File: config.mk
export PLATFORM = sky130hd
export DESIGN_NAME = sil_queue
export DESIGN_NICKNAME = d
export VERILOG_FILES = /design/src/hdl/sil_pkg.sv /design/src/hdl/sil_queue.sv
export SDC_FILE = /design/constraint.sdc
export NUM_CORES = 1
export LEC_CHECK = 0
export ABC_AREA = 1
export BUFFER_PORTS_ARGS = -buffer_cell sky130_fd_sc_hd__buf_4
export CAP_MARGIN = 20
export CORE_AREA = 2 2 155 173
export DETAILED_ROUTE_END_ITERATION = 6
export DIE_AREA = 0 0 157 175
export HOLD_SLACK_MARGIN = 0.12
export PLACE_DENSITY = 0.47
export SKIP_LAST_GASP = 1
export SLEW_MARGIN = 15
export SYNTH_ARGS = -nofsm -noshare
export SYNTH_HDL_FRONTEND = slang
export SYNTH_SLANG_ARGS = --single-unit
File: constraint.sdc
create_clock -name clk -period 8.98 [get_ports clk]
set_input_delay 0.449 -clock clk [delete_from_list [all_inputs] [get_ports clk]]
set_output_delay 0.449 -clock clk [all_outputs]
set_load 0.03 [all_outputs]
File: src/hdl/sil_pkg.sv
// Shared types and constants for the sorted interval locator.
// Used by every module of the block; depends on nothing.
package sil_pkg;

	localparam int STORE_DEPTH = 1024;
	localparam int IDX_W       = $clog2(STORE_DEPTH);
	localparam int NODE_W      = 10;
	localparam int COORD_W     = 32;
	localparam int LAST_W      = 11;
	localparam int CFG_IDX_W   = 2;
	localparam int QUEUE_DEPTH = 4;
	localparam int QPTR_W      = $clog2(QUEUE_DEPTH);
	localparam int QCNT_W      = $clog2(QUEUE_DEPTH + 1);
	localparam int S_TDATA_W   = 48;
	localparam int M_TDATA_W   = 16;

	localparam logic [CFG_IDX_W-1:0] REG_ORIGIN    = 2'd0;
	localparam logic [CFG_IDX_W-1:0] REG_LAST_CELL = 2'd1;

	localparam logic MODE_WRITE  = 1'b0;
	localparam logic MODE_LOCATE = 1'b1;

	localparam logic [1:0] KIND_WRITE  = 2'd0;
	localparam logic [1:0] KIND_QUERY  = 2'd1;
	localparam logic [1:0] KIND_REJECT = 2'd2;

	typedef struct packed {
		logic [NODE_W-1:0] origin;
		logic [LAST_W-1:0] last_cell;
	} cfg_t;

	typedef struct packed {
		logic [1:0]                kind;
		logic [NODE_W-1:0]         node_index;
		logic signed [COORD_W-1:0] coordinate;
	} entry_t;

endpackage

File: src/hdl/sil_queue.sv
// Short queue of classified entries between front and back end.
// Depends on sil_pkg.
module sil_queue (
	input  logic             clk,
	input  logic             arst_n,
	input  logic             push,
	input  sil_pkg::entry_t  push_entry,
	output logic             full,
	input  logic             pop,
	output logic             head_valid,
	output sil_pkg::entry_t  head_entry
);

	sil_pkg::entry_t               slot_q [sil_pkg::QUEUE_DEPTH];
	logic [sil_pkg::QPTR_W-1:0]    wr_ptr_q;
	logic [sil_pkg::QPTR_W-1:0]    rd_ptr_q;
	logic [sil_pkg::QCNT_W-1:0]    count_q;
	logic                          do_push;
	logic                          do_pop;

	assign full       = (count_q == sil_pkg::QCNT_W'(sil_pkg::QUEUE_DEPTH));
	assign head_valid = (count_q != '0);
	assign head_entry = slot_q[rd_ptr_q];
	assign do_push    = push && !full;
	assign do_pop     = pop && head_valid;

	always_ff @(posedge clk) begin
		if (do_push)
			slot_q[wr_ptr_q] <= push_entry;
	end

	always_ff @(posedge clk or negedge arst_n) begin
		if (!arst_n) begin
			wr_ptr_q <= '0;
			rd_ptr_q <= '0;
			count_q  <= '0;
		end else begin
			if (do_push)
				wr_ptr_q <= wr_ptr_q + sil_pkg::QPTR_W'(1);
			if (do_pop)
				rd_ptr_q <= rd_ptr_q + sil_pkg::QPTR_W'(1);
			case ({do_push, do_pop})
				2'b10:   count_q <= count_q + sil_pkg::QCNT_W'(1);
				2'b01:   count_q <= count_q - sil_pkg::QCNT_W'(1);
				default: ;
			endcase
		end
	end

endmodule

* Word-level counts from Yosys, hierarchy flattened
Memories as Yosys holds them, arrays and structs flattened.
Index checks and enable logic that the tools add are counted.
** Cells by class
- Add/subtract/negate cells :: 4
- Eq/ne operators :: 3
- Muxes and demuxes :: 3
- Reductions and logical operators :: 5
** Operator list (number)
- $pmux 3 s2 :: 1
- $add 2x1->2 const B :: 2
- $add 3x1->3 const B :: 1
- $eq 3x3->1 const B :: 1
- $reduce_bool 3->1 :: 1
- $sub 3x1->3 const B :: 1
- $eq 2x1->1 const B :: 1
- $eq 2x2->1 const B :: 1
- $logic_and 1x1->1 :: 2
- $mux 1 :: 2
- $reduce_bool 2->1 :: 1
- $logic_not 1->1 :: 1
** Storage, ports and cells
- Register bits after elaboration :: 7
- Memory bits (writable) :: 176
- Input bits :: 48
- Word-level logic and storage cells :: 19
- Memories :: 1
** Memory list
- slot_q :: words 4, bits a word 44, rd ports 1, clocked after memory_dff 0, write ports 1, RTL line sil_queue.sv:14 : sil_pkg::entry_t slot_q [sil_pkg::QUEUE_DEPTH];

* Depth between registers and ports, before layout
- Depth in word-level cells :: 5
- Mapped depth :: 12

* Worst setup path before layout
No wires, ideal clock.
- Path kind :: reg-to-reg
- Start :: register count_q[0] in the netlist's numbering
- End :: memory slot_q[0][0] in the netlist's numbering (enable)
- Data arrival time :: 2544 ps
- Path slack :: 5990 ps
- Stages on the path, launching flop included :: 5
- Clock period less this slack :: 2990 ps
- Path through :: dfrtp_1 > inv_2 > nand3_1 > nand2_1 > nor2_1
** Between the ends
- Cells in the longest elaborated chain, start to end :: 5
** RTL lines
- start: declaration :: RTL line sil_queue.sv:17 : logic [sil_pkg::QCNT_W-1:0] count_q;
- start signal: assignment :: RTL line sil_queue.sv:43 : 2'b10: count_q <= count_q + sil_pkg::QCNT_W'(1);
- start signal: assignment :: RTL line sil_queue.sv:44 : 2'b01: count_q <= count_q - sil_pkg::QCNT_W'(1);
- $eq 3x3->1 :: RTL line sil_queue.sv:21 : assign full = (count_q == sil_pkg::QCNT_W'(sil_pkg::QUEUE_DEPTH));
- $logic_not 1->1 :: RTL line sil_queue.sv:24 : assign do_push = push && !full;
- $logic_and 1x1->1 :: RTL line sil_queue.sv:24
- $mux 1 :: RTL line sil_queue.sv:28 : if (do_push)
- $mux 1 (implied by the code) :: RTL line sil_queue.sv:29 : slot_q[wr_ptr_q] <= push_entry;
- end: declaration :: RTL line sil_queue.sv:14
Every way passes these cells.

==> impl_metrics.tcl <==
set metrics [dict create \
    cp.required_ps 8530 \
    clock_sinks 183 \
    grt_max_degree 105 \
    worstSetupEndpoint "head_entry[0]" \
    layout_commonest_cell "edfxtp_1" \
    clock_latency_ps 430 \
    synthTopCellsByArea "edfxtp_1 (69%), nand2_1 (7.4%), o211ai_2 (5.9%), o211ai_1 (5.1%), inv_1 (4.9%)" \
    nFillCells 2428 \
    sequentialPowerShare_pct 35.9 \
    cts_tree "built" \
    critPathLaunch "rd_ptr_q[0]" \
    reg2reg_slack_ps 6850 \
    worst_slew_pin_slew_ps 789 \
    synthDistinctLibCells 19 \
    power_frac_clock_pct 23.1 \
    port_buffers 93 \
    grt_pass1_vias 4274 \
    clkTransAtPathRegs_ps 70 \
    synth_fp_nets 627 \
    internal_power_uw 1990 \
    routed_wl_mm 15.6 \
    critPathMaxStageDelay_ps 460 \
    netlist.area_leader.share_pct 69.3 \
    grt_pass1_wl_mm 23.5 \
    power.density_cell_area_mw_per_mm2 353 \
    period_minus_slack_ps 3110 \
    ant_nets 0 \
    post_cts_buffers 0 \
    endpoint_kind "output pin" \
    netlist_area_mm2 0.00762 \
    critical_path_class "flip-flop to output pin" \
    syn_inst 573 \
    rr_worst_depth 10 \
    dp_hpwl_mm 8.72 \
    num_rows 62 \
    yosys_warnings 0 \
    hp-class "input port to flip-flop" \
    die_y_um 175 \
    pin_count 94 \
    path_depth 7 \
    hold_viol 0 \
    route.detailed.wl_per_inst_um 15.1 \
    core_area_mm2 0.0257 \
    cp_max_fo 75 \
    numCtsBuffers 17 \
    tns_ps 0 \
    antenna_cells 0 \
    critical_path.cell_chain "inv_6 -> buf_4 -> buf_16 -> nand2_1 -> o211ai_1 -> nand2_1 -> buf_4" \
    via_count 4339 \
    syn_avg_cell_area_um2 13.3 \
    swShare_pct 39.2 \
    critical-path-slowest-cell "buf_4" \
    utilization_pct 36.1 \
    grt_remaining_overflow 0 \
    crit_arrival_ps 2660 \
    reg2reg_from "count_q[0]" \
    period_share_pct 34.6 \
    status "finished, final reports clean" \
    fin_skew_ps 13.5 \
    power_leakage_uw 0.00372 \
    worst-path-buf-inv 4 \
    area_growth_pct 21.6 \
    clockBufferDepth 2 \
    yosys.area.top_type "edfxtp_1" \
    setup_viol_count_final 0 \
    fp.dieArea_mm2 0.0275 \
    drive_gt1_share_pct 25.9 \
    gp_congestion 0.685 \
    drcViolationCount 0 \
    vias_per_cell 4.21 \
    fp.dieW_um 157 \
    final_cell_mix "edfxtp_1 (176), nand2_1 (150), buf_4 (100)" \
    rsz0062_at_grt "no" \
    antenna_found_initial 0 \
    cap_violations 0 \
    p_switching_uw 1280 \
    cts_max_level 4 \
    maxSlewViolCount 0 \
    power_frac_comb_pct 41.0 \
    root_buffer "clkbuf_16" \
    ys_seq_area_share_pct 71.6 \
    r2r-end "count_q[2]" \
    grt_usage_pct 11.6 \
    start_util_pct 29.7 \
    vdd_ir_drop_max_uv 182 \
    fmax_ghz 0.321 \
    critPathTopFamily "buffers and inverters" \
    nets 720 \
    synth-seq-cells 183 \
    drtIter0Drc 185 \
    slew_headroom_pct 47.4 \
    cts_resized 0 \
    firstDrtPassIters 4 \
    startpoint_type "flip-flop" \
]
[power groups by stage]
stage	sequential (uW)	combinational, uW	clock (uW)
2_1_floorplan	1190	945	0
3_3_place_gp	1190	1350	0
3_5_place_dp	1190	1370	0
4_1_cts	1180	1370	779
5_1_grt	1190	1470	808
6_report	1170	1340	756
[sequential cells by signal (all words and copies together), names as in the netlist]
register	cells
count_q	3
slot_q	176
rd_ptr_q	2
wr_ptr_q	2
[synth_stat cells]
master / n
buf_6: 12
clkbuf_1: 3
inv_2: 5
fa_1: 1
buf_2: 8
edfxtp_1: 176
buf_1: 2
inv_1: 99
dfrtp_1: 7
nor2_1: 4
o211ai_1: 52
ha_1: 5
xnor2_1: 1
buf_4: 3
nand2_1: 150
o21ai_0: 1
nand3_1: 7
nand4_1: 1
o211ai_2: 36
[kinds of logic after synthesis]
logic type | after synthesis | share of synthesized area (%)
xor gates and xnor gates | 1 | 0.115
and+or+nand+nor | 162 | 8.12
adders and majority gates | 6 | 1.08
DFF | 183 | 71.6
buffers and inverters | 132 | 7.96
AOI/OAI and AO/OA | 89 | 11.1
[metal layers]
metal  global-route usage (%)  part of all wire, %  routed length [um]  up-vias
met5                        0                    0                   0        -
met4                     3.56                  1.1                 168        0
met3                     3.55                  4.2                 652        9
met2                     19.6                   50                7800       63
met1                     14.1                   45                6980     2096
li1                         -                    -                   -     2171
[worst min path at each step]
stage,slack [ps],cells after the start,start,to
after global placement,270,1,arst_n,count_q[2]
after detailed placement,270,1,arst_n,count_q[2]
after global routing,200,1,push_entry[10],slot_q[3][10]
after floorplan,150,0,arst_n,count_q[0]
after CTS,200,1,push_entry[21],slot_q[2][21]
final,220,1,push_entry[35],slot_q[0][35]
[area by class of cell]
| class | instances | area (um2) | share of cell area, % |
|---|---|---|---|
| Clock inverter | 14 | 173 | 1.86 |
| Inverter | 104 | 395 | 4.26 |
| Timing Repair Buffer | 102 | 788 | 8.50 |
| Multi-Input combinational cell | 258 | 1590 | 17.1 |
| Clock buffer | 18 | 429 | 4.63 |
| Sequential cell | 183 | 5460 | 58.9 |
| Tap cell | 352 | 440 | 4.75 |
[through the flow]
stage	hold WS, ps	area, um2	std cells	power, uW	worst slack [ps]
floorplan	153	7620	573	2140	5990
global placement	268	8630	997	2540	6150
detailed placement	272	8630	997	2560	6070
CTS	198	9250	1030	3330	5570
global route	198	9270	1031	3460	5670
finish	222	9270	1031	3270	5870
[timing repair]
action,4_1_cts,5_1_grt
endpoints found under the setup margin,0,0
endpoints found under the hold margin,7,0
hold buffers,1,0
(Power assumes the default switching activity.)
