## config.mk

```make
export PLATFORM = sky130hd
export DESIGN_NAME = sil_front
export DESIGN_NICKNAME = d
export VERILOG_FILES = /design/src/hdl/sil_pkg.sv /design/src/hdl/sil_front.sv
export SDC_FILE = /design/constraint.sdc
export NUM_CORES = 1
export LEC_CHECK = 0
export BUFFER_PORTS_ARGS = -buffer_cell sky130_fd_sc_hd__clkbuf_2
export CAP_MARGIN = 40
export CORE_MARGIN = 1
export CORE_UTILIZATION = 30
export CTS_BUF_LIST = sky130_fd_sc_hd__clkbuf_16
export CTS_CLUSTER_DIAMETER = 40
export DETAILED_ROUTE_END_ITERATION = 6
export PLACE_DENSITY = 0.69
export SLEW_MARGIN = 10
export SYNTH_ARGS = -nofsm -noshare
export SYNTH_HDL_FRONTEND = slang
export SYNTH_SLANG_ARGS = --single-unit
```

## constraint.sdc

```tcl
create_clock -name clk -period 1.9 [get_ports clk]
set_input_delay 0.19 -clock clk [delete_from_list [all_inputs] [get_ports clk]]
set_output_delay 0.19 -clock clk [all_outputs]
set_load 0.01 [all_outputs]
```

## src/hdl/sil_pkg.sv

```systemverilog
// Shared types and constants for the sorted interval locator.
// Used by every module of the block; depends on nothing.
package sil_pkg;

	localparam int STORE_DEPTH = 1024;
	localparam int IDX_W       = $clog2(STORE_DEPTH);
	localparam int NODE_W      = 10;
	localparam int COORD_W     = 32;
	localparam int LAST_W      = 11;
	localparam int CFG_IDX_W   = 2;
	localparam int QUEUE_DEPTH = 4;
	localparam int QPTR_W      = $clog2(QUEUE_DEPTH);
	localparam int QCNT_W      = $clog2(QUEUE_DEPTH + 1);
	localparam int S_TDATA_W   = 48;
	localparam int M_TDATA_W   = 16;

	localparam logic [CFG_IDX_W-1:0] REG_ORIGIN    = 2'd0;
	localparam logic [CFG_IDX_W-1:0] REG_LAST_CELL = 2'd1;

	localparam logic MODE_WRITE  = 1'b0;
	localparam logic MODE_LOCATE = 1'b1;

	localparam logic [1:0] KIND_WRITE  = 2'd0;
	localparam logic [1:0] KIND_QUERY  = 2'd1;
	localparam logic [1:0] KIND_REJECT = 2'd2;

	typedef struct packed {
		logic [NODE_W-1:0] origin;
		logic [LAST_W-1:0] last_cell;
	} cfg_t;

	typedef struct packed {
		logic [1:0]                kind;
		logic [NODE_W-1:0]         node_index;
		logic signed [COORD_W-1:0] coordinate;
	} entry_t;

endpackage

```

## src/hdl/sil_front.sv

```systemverilog
// Front end: holds the configuration registers, accepts input beats and
// classifies them into queue entries. Depends on sil_pkg.
module sil_front (
	input  logic                                clk,
	input  logic                                arst_n,
	input  logic                                cfg_we,
	input  logic [sil_pkg::CFG_IDX_W-1:0]       cfg_index,
	input  logic [sil_pkg::LAST_W-1:0]          cfg_wdata,
	input  logic                                s_tvalid,
	output logic                                s_tready,
	input  logic [sil_pkg::S_TDATA_W-1:0]       s_tdata,
	input  logic                                s_tuser,
	input  logic                                q_full,
	output logic                                q_push,
	output sil_pkg::entry_t                     q_entry,
	output sil_pkg::cfg_t                       cfg
);

	sil_pkg::cfg_t               cfg_q;
	logic [sil_pkg::NODE_W-1:0]  node_index;
	logic [sil_pkg::NODE_W+1:0]  grid_end;
	logic                        drop;

	always_ff @(posedge clk or negedge arst_n) begin
		if (!arst_n) begin
			cfg_q.origin    <= '0;
			cfg_q.last_cell <= '1;
		end else if (cfg_we) begin
			case (cfg_index)
				sil_pkg::REG_ORIGIN:    cfg_q.origin    <= cfg_wdata[sil_pkg::NODE_W-1:0];
				sil_pkg::REG_LAST_CELL: cfg_q.last_cell <= cfg_wdata;
				default: ;
			endcase
		end
	end

	assign cfg        = cfg_q;
	assign node_index = s_tdata[sil_pkg::NODE_W-1:0];
	assign grid_end   = (sil_pkg::NODE_W+2)'(cfg_q.origin)
	                  + (sil_pkg::NODE_W+2)'(cfg_q.last_cell[sil_pkg::LAST_W-2:0])
	                  + (sil_pkg::NODE_W+2)'(1);

	// classify each beat into a queue entry, and drop writes beyond the store
	always_comb begin
		q_entry.node_index = node_index;
		q_entry.coordinate = s_tdata[sil_pkg::NODE_W +: sil_pkg::COORD_W];
		drop               = 1'b0;
		if (s_tuser == sil_pkg::MODE_WRITE) begin
			q_entry.kind = sil_pkg::KIND_WRITE;
			drop = (32'(node_index) >= 32'(sil_pkg::STORE_DEPTH));
		end else if (cfg_q.last_cell[sil_pkg::LAST_W-1]
		             || (32'(grid_end) >= 32'(sil_pkg::STORE_DEPTH))) begin
			q_entry.kind = sil_pkg::KIND_REJECT;
		end else begin
			q_entry.kind = sil_pkg::KIND_QUERY;
		end
	end

	assign s_tready = !q_full;
	assign q_push   = s_tvalid && s_tready && !drop;

endmodule

```

After elaboration in Yosys (flattened, before gate mapping)
Index checks and enable logic that the tools add are counted.
{ "classes": {"addsub": 2, "magnitude_cmp": 1, "eq_ne": 1, "muxes": 2, "reduce_logical": 6} }
{ "op_table": {"columns": ["cell", "count"], "rows": [
  ["11-bit by 1-bit adder with 12-bit output (second input constant)", 1],
  ["12-bit by 11-bit >= comparator with 1-bit output (second input constant)", 1],
  ["10-bit by 10-bit adder with 11-bit output", 1],
  ["2-bit 2-to-1 mux", 2],
  ["2-bit AND reduction", 2],
  ["2-bit by 1-bit == test with 1-bit output (second input constant)", 1],
  ["2-bit zero test", 1],
  ["1-bit logical AND", 1],
  ["1-bit zero test", 1],
  ["1-bit logical OR", 1]
]} }
{ "totals": {"register_bits": 21, "input_bits": 67, "out_inout_bits": 67, "elab_cells": 14} }

Logic depth before layout (Yosys ltp)
Gate-level depths: netlist of the first run.
{ "depth": {"ltp_word": 6, "mapped_depth": 6, "ltp_nobuf": 6} }

Worst setup path after synthesis of the first run
No wires, ideal clock.
{ "synth_path": {"path_kind": "register to output", "from": "register cfg_q, in the netlist cfg[5]", "to": "output port q_entry[42] (netlist bit)", "t_arrival_ns": 1.488, "t_required_ns": 1.710, "path_slack_ns": 0.222, "path_stages_with_launch": 6, "n_path_buf": 0, "cell_sequence": "dfstp_2 ha_1 and4_1 o21ai_1 a31oi_1 nor3b_1"} }
{ "synth_lines": {"columns": ["item", "line", "text"], "rows": [
  ["start, declared", "sil_front.sv:19", "sil_pkg::cfg_t cfg_q;"],
  ["end, declared", "sil_front.sv:15", "output sil_pkg::entry_t q_entry,"]
]} }

==> flow_metrics.tcl, run 1 <==
set metrics [dict create \
    setup_viol 2 \
    hold_slack_ns 0.1603 \
    dp_slack_ns 0.1689 \
    ant_nets 0 \
    drv_cap 0 \
    path_clk_slew_ns 0.06 \
    gr-usage-met3_pct 2.165 \
    drive_above_1_share_pct 66.15 \
    synth_common_cells "42 x buf_4, 11 x dfstp_2, 10 x dfrtp_1, 10 x ha_1, 10 x mux2_4" \
    hold_viol 0 \
    power_frac_clock_pct 27.8 \
    synth_most_common_cell "buf_4" \
    io_buffers 43 \
    yosysWarnings 0 \
    synth_edf_count 0 \
    grt_util_met2_pct 18.10 \
    cts.htree.levels 1 \
    cp-end-kind "output pin" \
    gr-total-overflow 0 \
    die_area_um2 4936 \
    ys_ff_latch 21 \
    path_class "flip-flop to output pin" \
    slew_headroom_pct 64.09 \
    worstPathMaxFanout 2 \
    skew_ns 0 \
    vias_per_cell 4.643 \
    maxClockFrequency_mhz 519.9 \
    top_usage_layer "met2" \
    rsz0062_at_grt "true" \
    core_um2 4414 \
    area_growth_pct 10.83 \
    cts.path.max_buffers 2 \
    worst_slack_ns -0.02332 \
    cts_sinks 21 \
    p_seq_share_pct 40.6 \
    nets 208 \
    p_per_area_nw_per_um2 1022 \
    switching_power_uw 456.4 \
    track_usage_pct 10.86 \
    p_leak_nw 0.7682 \
    grt_pass1_vias 849 \
    diodes 0 \
    largest_register_ffs 21 \
    die_x_um 70.26 \
    synth_area_leaders "buf_4 23%, dfstp_2 21%, dfrtp_1 18%" \
    initial_core_util_pct 31.66 \
    ys.flop_type "dfstp_2" \
    min_period_ns 1.923 \
    wl_um 2743 \
    place.detailed.hpwl_um 2143 \
    vdd_drop_max_mv 0.5304 \
    arrival_ns 1.73 \
    root_buffer "clkbuf_16" \
    route.detailed.drc 0 \
    start_kind "flip-flop" \
    yosysTopAreaCell "buf_4" \
    cts_buffers 3 \
    min_path_type "input port to flip-flop" \
    gp_congestion 0.6937 \
    grt_max_degree 22 \
    syn_avg_cell_area_um2 11.95 \
    grt_pass1_wl_um 4250 \
    worstPathRequired_ns 1.71 \
    drt-initial-drc-count 10 \
    syn_inst 117 \
    synth.distinct_cells 25 \
    wl_per_cell_um 15.07 \
    async_reset_ff_share_pct 100.0 \
    combPwrFrac_pct 31.6 \
    rows 24 \
    status "finished, violations left" \
    fin_area_um2 1549 \
    final-max-slew-violation-count 0 \
    swShare_pct 28.83 \
    met1_usage_pct 12.27 \
    dr.pass1.iters 2 \
    p_int_mw 1.127 \
    cts_tree "yes" \
    num_vias 845 \
    power_mw 1.583 \
    ios 134 \
    yosysSeqAreaShare_pct 38.59 \
    synthesis.nets 194 \
    antenna_found_initial 0 \
    placed_area_um2 1355 \
    clock_latency_ns 0.25 \
    synth_top_area_share_pct 22.56 \
    finalCritPeriodShare_pct 101.2 \
    die_h_um 70.26 \
    synth_area_um2 1398 \
    violations "setup timing" \
    max_slew.worst_pin.slew_ns 0.5386 \
]
[path summary, 6_finish.rpt]
kind | from | end | slack (ns) | depth (start not counted)
min reg2reg | cfg[20]$_DFFE_PN0P_ | cfg[20]$_DFFE_PN0P_ | 0.52 | 1
max | cfg[4]$_DFFE_PN1P_ | q_entry[42] | -0.02 | 6
min | cfg_wdata[0] | cfg[11]$_DFFE_PN0P_ | 0.16 | 3
max in group asynchronous | arst_n | cfg[1]$_DFFE_PN1P_ | 1.08 | 2
max reg2reg | cfg[15]$_DFFE_PN0P_ | cfg[15]$_DFFE_PN0P_ | 0.96 | 2
min in group asynchronous | arst_n | cfg[11]$_DFFE_PN0P_ | 0.46 | 2
[routing by layer]
metal,up-vias,wire length [um]
met2,51,1297
met3,26,236
met1,383,1055
met5,-,0
met4,0,155
li1,385,-
[layout by cell type (no fill, tap or decap)]
master         Yosys  routed
clkbuf_2           0      42
dfstp_2           11      11
mux2_4            10      10
dfrtp_1           10      10
buf_4             42       9
mux2_1             8       8
ha_1              10       6
inv_1              3       3
ha_4               0       3
clkbuf_16          0       3
nor2b_1            2       2
o21ai_1            1       2
o21ai_0            3       2
nor3b_2            1       2
mux2_2             2       2
and4_1             1       1
a21oi_1            1       1
a21o_1             1       1
nand3_1            1       1
nand4_1            1       1
a31oi_2            0       1
a211oi_1           1       1
nor2_1             1       1
o21a_1             1       1
nand3b_1           1       1
nand2_1            1       1
ha_2               0       1
clkinv_2           0       1
dlygate4sd3_1      0       1
buf_2              0       1
[kinds of logic after synthesis]
group	Yosys count	share of synthesized area [%]
mux	20	18.80
flops	21	38.59
simple gates	10	4.834
buf+inv	47	24.98
compound gates	9	3.849
fa+ha+maj	10	8.953
[layout make-up]
| type | instances | area (um^2) |
|---|---|---|
| Clock buffer | 3 | 75.07 |
| Clock inverter | 1 | 5.005 |
| Fill cell | 428 | 2865 |
| Inverter | 3 | 11.26 |
| Multi-Input combinational cell | 49 | 560.5 |
| Sequential cell | 21 | 539.3 |
| Tap cell | 52 | 65.06 |
| Timing Repair Buffer | 53 | 292.8 |
[power by group through the flow]
stage	clock network, mW	registers (mW)	logic, mW
after CTS	0.450	0.642	0.492
after global placement	0	0.643	0.416
final	0.441	0.642	0.500
after floorplan	0	0.674	0.307
after global routing	0.468	0.656	0.555
after detailed placement	0	0.645	0.426
[through the flow]
| stage | TNS (ns) | cells | util, % |
|---|---|---|---|
| 3_5_place_dp | 0 | 170 | 30.70 |
| 3_3_place_gp | 0 | 170 | 30.70 |
| 6_report | -0.03147 | 182 | 35.09 |
| 2_1_floorplan | 0 | 117 | - |
| 5_1_grt | -0.2067 | 182 | 35.09 |
| 4_1_cts | -0.06248 | 181 | 34.67 |
[timing repair]
item | CTS | global route
setup buffers | 6 | 1
endpoints found under the hold margin | 10 | 0
gates cloned | 0 | 0
endpoints found under the setup margin | 2 | 2
pin swaps | 6 | 4
hold buffers | 1 | 0
gates resized for setup | 5 | 3
[critical path: stages, from the launching register on]
cell     delay, ns
dfstp_2       0.55
ha_4          0.20
and4_1        0.19
o21ai_1       0.09
a31oi_2       0.13
nor3b_2       0.18
buf_2         0.15
Power figures use the tool's default switching activity.
==> inputs of run 2 (changes only) <==
--- a/config.mk
+++ b/config.mk
@@ -13,6 +13,7 @@
 export CTS_CLUSTER_DIAMETER = 40
 export DETAILED_ROUTE_END_ITERATION = 6
 export PLACE_DENSITY = 0.69
+export REMOVE_ABC_BUFFERS = 1
 export SLEW_MARGIN = 10
 export SYNTH_ARGS = -nofsm -noshare
 export SYNTH_HDL_FRONTEND = slang
==> run 2 against run 1 <==
Die area unchanged. Critical endpoint unchanged. Worst hold slack worse by 0.0047 ns. Global-route usage up 7.1 points. The run still ends with setup timing left. Clock-buffer cell count unchanged. Sequential share of layout area down 0.61 points. Sequential power up 1%. Register-to-register slack better by 0.08 ns.
==> flow_metrics.tcl, run 2 (synthesized netlist as in run 1, its figures left out) <==
set metrics [dict create \
    status "finished, violations left" \
    violations "setup timing" \
    fin_area_um2 1577 \
    cp-end-kind "output pin" \
    drive_above_1_share_pct 68.75 \
    area_growth_pct 12.80 \
    critPathTopFamily "flip-flops" \
    worstPathRequired_ns 1.71 \
    drv_cap 0 \
    p_per_area_nw_per_um2 1027 \
    place.detailed.hpwl_um 3535 \
    wl_um 4428 \
    nFillCells 438 \
    rsz0062_at_grt "true" \
    dr.pass1.iters 3 \
    vdd_drop_max_mv 0.5836 \
    clock_latency_ns 0.25 \
    initial_core_util_pct 31.66 \
    cpMaxStageDelayCell "dfstp_2" \
    nets 206 \
    grt_pass1_wl_um 6147 \
    drt-initial-drc-count 22 \
    worstPathMaxFanout 3 \
    power_mw 1.619 \
    worst_slack_ns -0.007091 \
    vias_per_cell 4.839 \
    layout_commonest_cell "clkbuf_2" \
    ios 134 \
    wl_met1_um 1747 \
    grt_max_degree 22 \
    die_x_um 70.26 \
    wl_per_cell_um 24.60 \
    grt_pass1_vias 884 \
    diodes 0 \
    route.detailed.drc 0 \
    dp_cells 170 \
    reg2reg_slack_ns 1.04 \
    maxClockFrequency_mhz 524.4 \
    cts_tree "yes" \
    root_buffer "clkbuf_16" \
    path_clk_slew_ns 0.06 \
    setup_viol 1 \
    slowest_delay_ns 0.55 \
    arrival_ns 1.72 \
    die_h_um 70.26 \
    core_um2 4414 \
    instances_no_fill 180 \
    hold_viol 0 \
    path_cells "ha_4, and4_1, o21ai_2, a31oi_4, nor3b_2, buf_2" \
    path_class "flip-flop to output pin" \
    slew_headroom_pct 64.29 \
    io_buffers 43 \
    met3_length_um 953 \
    p_leak_nw 0.7699 \
    gr-total-overflow 0 \
    final_cell_mix "42 x clkbuf_2, 11 x dfstp_2, 10 x mux2_4, 10 x dfrtp_1, 8 x mux2_1" \
    cts_sinks 21 \
    start_kind "flip-flop" \
    track_usage_pct 17.91 \
    gp_congestion 0.6867 \
    ant_nets 0 \
    fin_util_pct 35.71 \
    final-max-slew-violation-count 0 \
    antenna_found_initial 0 \
    finalCritPeriodShare_pct 100.4 \
    critPathBufInv 1 \
    min_period_ns 1.907 \
    cts.htree.levels 1 \
    max_slew.worst_pin.slew_ns 0.5356 \
    rows 24 \
    placed_area_um2 1355 \
    skew_ns 0 \
    wl_met2_um 1666 \
    top_layer_used "met5" \
    num_vias 871 \
    min_path_type "input port to flip-flop" \
    cts.path.max_buffers 2 \
    largest_register_ffs 21 \
    die_area_um2 4936 \
    cts_buffers 3 \
]
-- run 2: worst paths after layout --
kind / start / to / cells past startpoint
setup / recovery: cfg[5]$_DFFE_PN1P_ / q_entry[42] / 6
hold / removal: cfg_wdata[0] / cfg[11]$_DFFE_PN0P_ / 3
setup reg to reg: cfg[4]$_DFFE_PN1P_ / cfg[4]$_DFFE_PN1P_ / 2
hold reg to reg: cfg[20]$_DFFE_PN0P_ / cfg[20]$_DFFE_PN0P_ / 1
max in group asynchronous: arst_n / cfg[0]$_DFFE_PN1P_ / 2
min in group asynchronous: arst_n / cfg[19]$_DFFE_PN0P_ / 2
-- run 2: worst reg2reg max path, stage by stage, from the launching register on --
cell	delay [ns]
dfstp_2	0.56
buf_4	0.12
mux2_4	0.13
-- run 2: area by class of cell --
| cell class | instances | area (um^2) | share of cell area (%) |
|---|---|---|---|
| clock buffer | 3 | 75.07 | 4.762 |
| clock inverter | 1 | 3.754 | 0.2381 |
| inverter | 3 | 11.26 | 0.7143 |
| multi-input combinational | 49 | 604.3 | 38.33 |
| sequential | 21 | 539.3 | 34.21 |
| tap | 52 | 65.06 | 4.127 |
| timing repair buffer | 51 | 277.8 | 17.62 |
-- run 2: what timing repair did --
item / CTS / global route
hold buffers: 1 / 0
gates cloned: 0 / 0
endpoints found under the hold margin: 10 / 0
setup endpoints to repair: 2 / 2
buffers inserted: 4 / 1
resized for setup: 4 / 10
pin swaps: 5 / 9
-- run 2: report_power, final --
group	leakage [nW]	switching, mW	internal (mW)
Sequential	0.234	0.0829	0.567
Combinational	0.493	0.239	0.297
Clock	0.0423	0.153	0.280
-- run 2: layer usage --
layer	vias up	GRT usage [%]
li1	377	-
met1	404	21.44
met2	84	21.59
met3	4	19.19
met4	2	0.8889
met5	-	11.11
-- run 2: through the flow --
| step | worst slack, ns | hold slack [ns] | TNS, ns |
|---|---|---|---|
| after floorplan | 0.2223 | -0.1056 | 0 |
| after global placement | 0.1515 | 0.1803 | 0 |
| after detailed placement | 0.1508 | 0.2010 | 0 |
| after CTS | -0.07068 | 0.1574 | -0.08846 |
| after global routing | -0.06736 | 0.1758 | -0.1072 |
| final | -0.007091 | 0.1555 | -0.007091 |
==> inputs of run 3 (changes only) <==
==> constraint.sdc (replaced) <==
create_clock -name clk -period 2.3 [get_ports clk]
set_input_delay 0.23 -clock clk [delete_from_list [all_inputs] [get_ports clk]]
set_output_delay 0.23 -clock clk [all_outputs]
set_load 0.01 [all_outputs]
==> run 3 against run 2 <==
Utilization shrank 3.0 points. Register-to-register slack improved by 0.43 ns. The run now ends clean. Sequential share of layout area increased by 3.1 points. Worst setup slack improved by 0.23 ns. Total power is 24% lower. Global-route usage fell by 0.23 points. Sequential cell count unchanged.
==> flow_metrics.tcl, run 3 (synthesized netlist as in run 1, its figures left out) <==
set metrics [dict create \
    status "finished clean" \
    start_kind "flip-flop" \
    wl_per_cell_um 24.55 \
    grt_max_degree 22 \
    path_class "flip-flop to output pin" \
    grt_pass1_wl_um 6030 \
    core_um2 4414 \
    regArea_um2 539.3 \
    final-max-slew-violation-count 0 \
    diodes 0 \
    final.setup.tns_ns 0 \
    cts_sinks 21 \
    nFillCells 448 \
    vias_per_cell 4.891 \
    fin_area_um2 1444 \
    finalCritPeriodShare_pct 90.16 \
    rsz0062_at_grt "false" \
    cts_tree "yes" \
    cts.htree.levels 1 \
    num_vias 856 \
    ios 134 \
    placed_area_um2 1355 \
    gr-total-overflow 0 \
    initial_core_util_pct 31.66 \
    cts_resized 0 \
    setup_viol 0 \
    die_x_um 70.26 \
    vdd_drop_max_mv 0.4787 \
    arrival_ns 1.84 \
    hold_viol 0 \
    nets 201 \
    cts_buffers 3 \
    drive_above_1_share_pct 58.54 \
    rows 24 \
    min_period_ns 2.074 \
    worstPathMaxFanout 3 \
    final_cell_mix "43 x clkbuf_2, 11 x dfstp_2, 10 x mux2_4, 10 x ha_1, 10 x dfrtp_1" \
    gp_congestion 0.6883 \
    p_per_area_nw_per_um2 853.0 \
    p_leak_nw 0.7346 \
    largest_register_ffs 21 \
    path_clk_slew_ns 0.06 \
    die_area_um2 4936 \
    ant_nets 0 \
    route.detailed.drc 0 \
    worstPathRequired_ns 2.07 \
    die_h_um 70.26 \
    cp-end-kind "output pin" \
    wl_um 4296 \
    min_path_type "input port to flip-flop" \
    slew_headroom_pct 65.36 \
    multi_input_area_um2 509.2 \
    layout_commonest_cell "clkbuf_2" \
    dr.pass1.iters 3 \
    drt-initial-drc-count 29 \
    maxClockFrequency_mhz 482.2 \
    area_growth_pct 3.312 \
    cts.path.max_buffers 2 \
    root_buffer "clkbuf_16" \
    io_buffers 43 \
    max_slew.worst_pin.slew_ns 0.5195 \
    grt_pass1_vias 863 \
    drv_cap 0 \
    antenna_found_initial 0 \
    track_usage_pct 17.69 \
    post_cts_buffers 0 \
    clock_latency_ns 0.25 \
    skew_ns 0 \
    postCtsHoldBufs 1 \
    place.detailed.hpwl_um 3598 \
]
run 3: cell types whose count changed in the layout (fill, tap and decap cells not counted), sizes merged:
cell,change
clkbuf,+1
buf,-6
run 3: cell type report:
class / count / area share (%)
multi-input combinational: 49 / 35.27
sequential: 21 / 37.35
tap: 52 / 4.506
clock inverter: 1 / 0.2600
inverter: 3 / 0.7799
clock buffer: 3 / 5.199
timing repair buffer: 46 / 16.64
run 3: final timing paths:
| check | startpoint | endpoint | slack [ns] | cells after the start |
|---|---|---|---|---|
| worst max-delay path | cfg[5]$_DFFE_PN1P_ | q_entry[42] | 0.23 | 6 |
| min in group asynchronous | arst_n | cfg[20]$_DFFE_PN0P_ | 0.51 | 2 |
| worst min register to register | cfg[16]$_DFFE_PN0P_ | cfg[16]$_DFFE_PN0P_ | 0.53 | 1 |
| worst max register to register | cfg[19]$_DFFE_PN0P_ | cfg[19]$_DFFE_PN0P_ | 1.47 | 1 |
| worst min-delay path | cfg_wdata[0] | cfg[11]$_DFFE_PN0P_ | 0.21 | 3 |
| max in group asynchronous | arst_n | cfg[1]$_DFFE_PN1P_ | 1.43 | 2 |
run 3: report_power, final:
| group | switching [mW] | total [mW] | internal, mW |
|---|---|---|---|
| logic | 0.160 | 0.344 | 0.184 |
| clock network | 0.128 | 0.360 | 0.231 |
| registers | 0.0599 | 0.528 | 0.468 |
run 3: layer usage:
layer  part of all wire (%)  wire length, um  track usage, %  up-vias
met5                    1.1               48           11.11        -
met4                   0.28               12          0.8889        2
met3                     22              953           19.34        4
met2                     36             1528           20.74       86
met1                     41             1753           21.41      395
li1                       -                -               -      369
run 3: critical path, stage by stage (launching register included):
cell      delay (ns)
dfstp_2         0.54
ha_1            0.25
and4_1          0.20
o21ai_1         0.07
a31oi_1         0.13
nor3b_1         0.23
clkbuf_2        0.16
run 3: stage by stage:
stage                     cells  power (mW)  worst slack [ns]  utilization [%]  hold WS [ns]
after floorplan              73      0.7325            0.5823                -      -0.06559
after global placement      170      0.8737            0.5057            30.70        0.2177
after detailed placement    170      0.8823            0.5065            30.70        0.2360
after CTS                   175       1.256            0.2141            32.71        0.2071
after global routing        175       1.315            0.1092            32.71        0.2134
final                       175       1.232            0.2264            32.71        0.2076
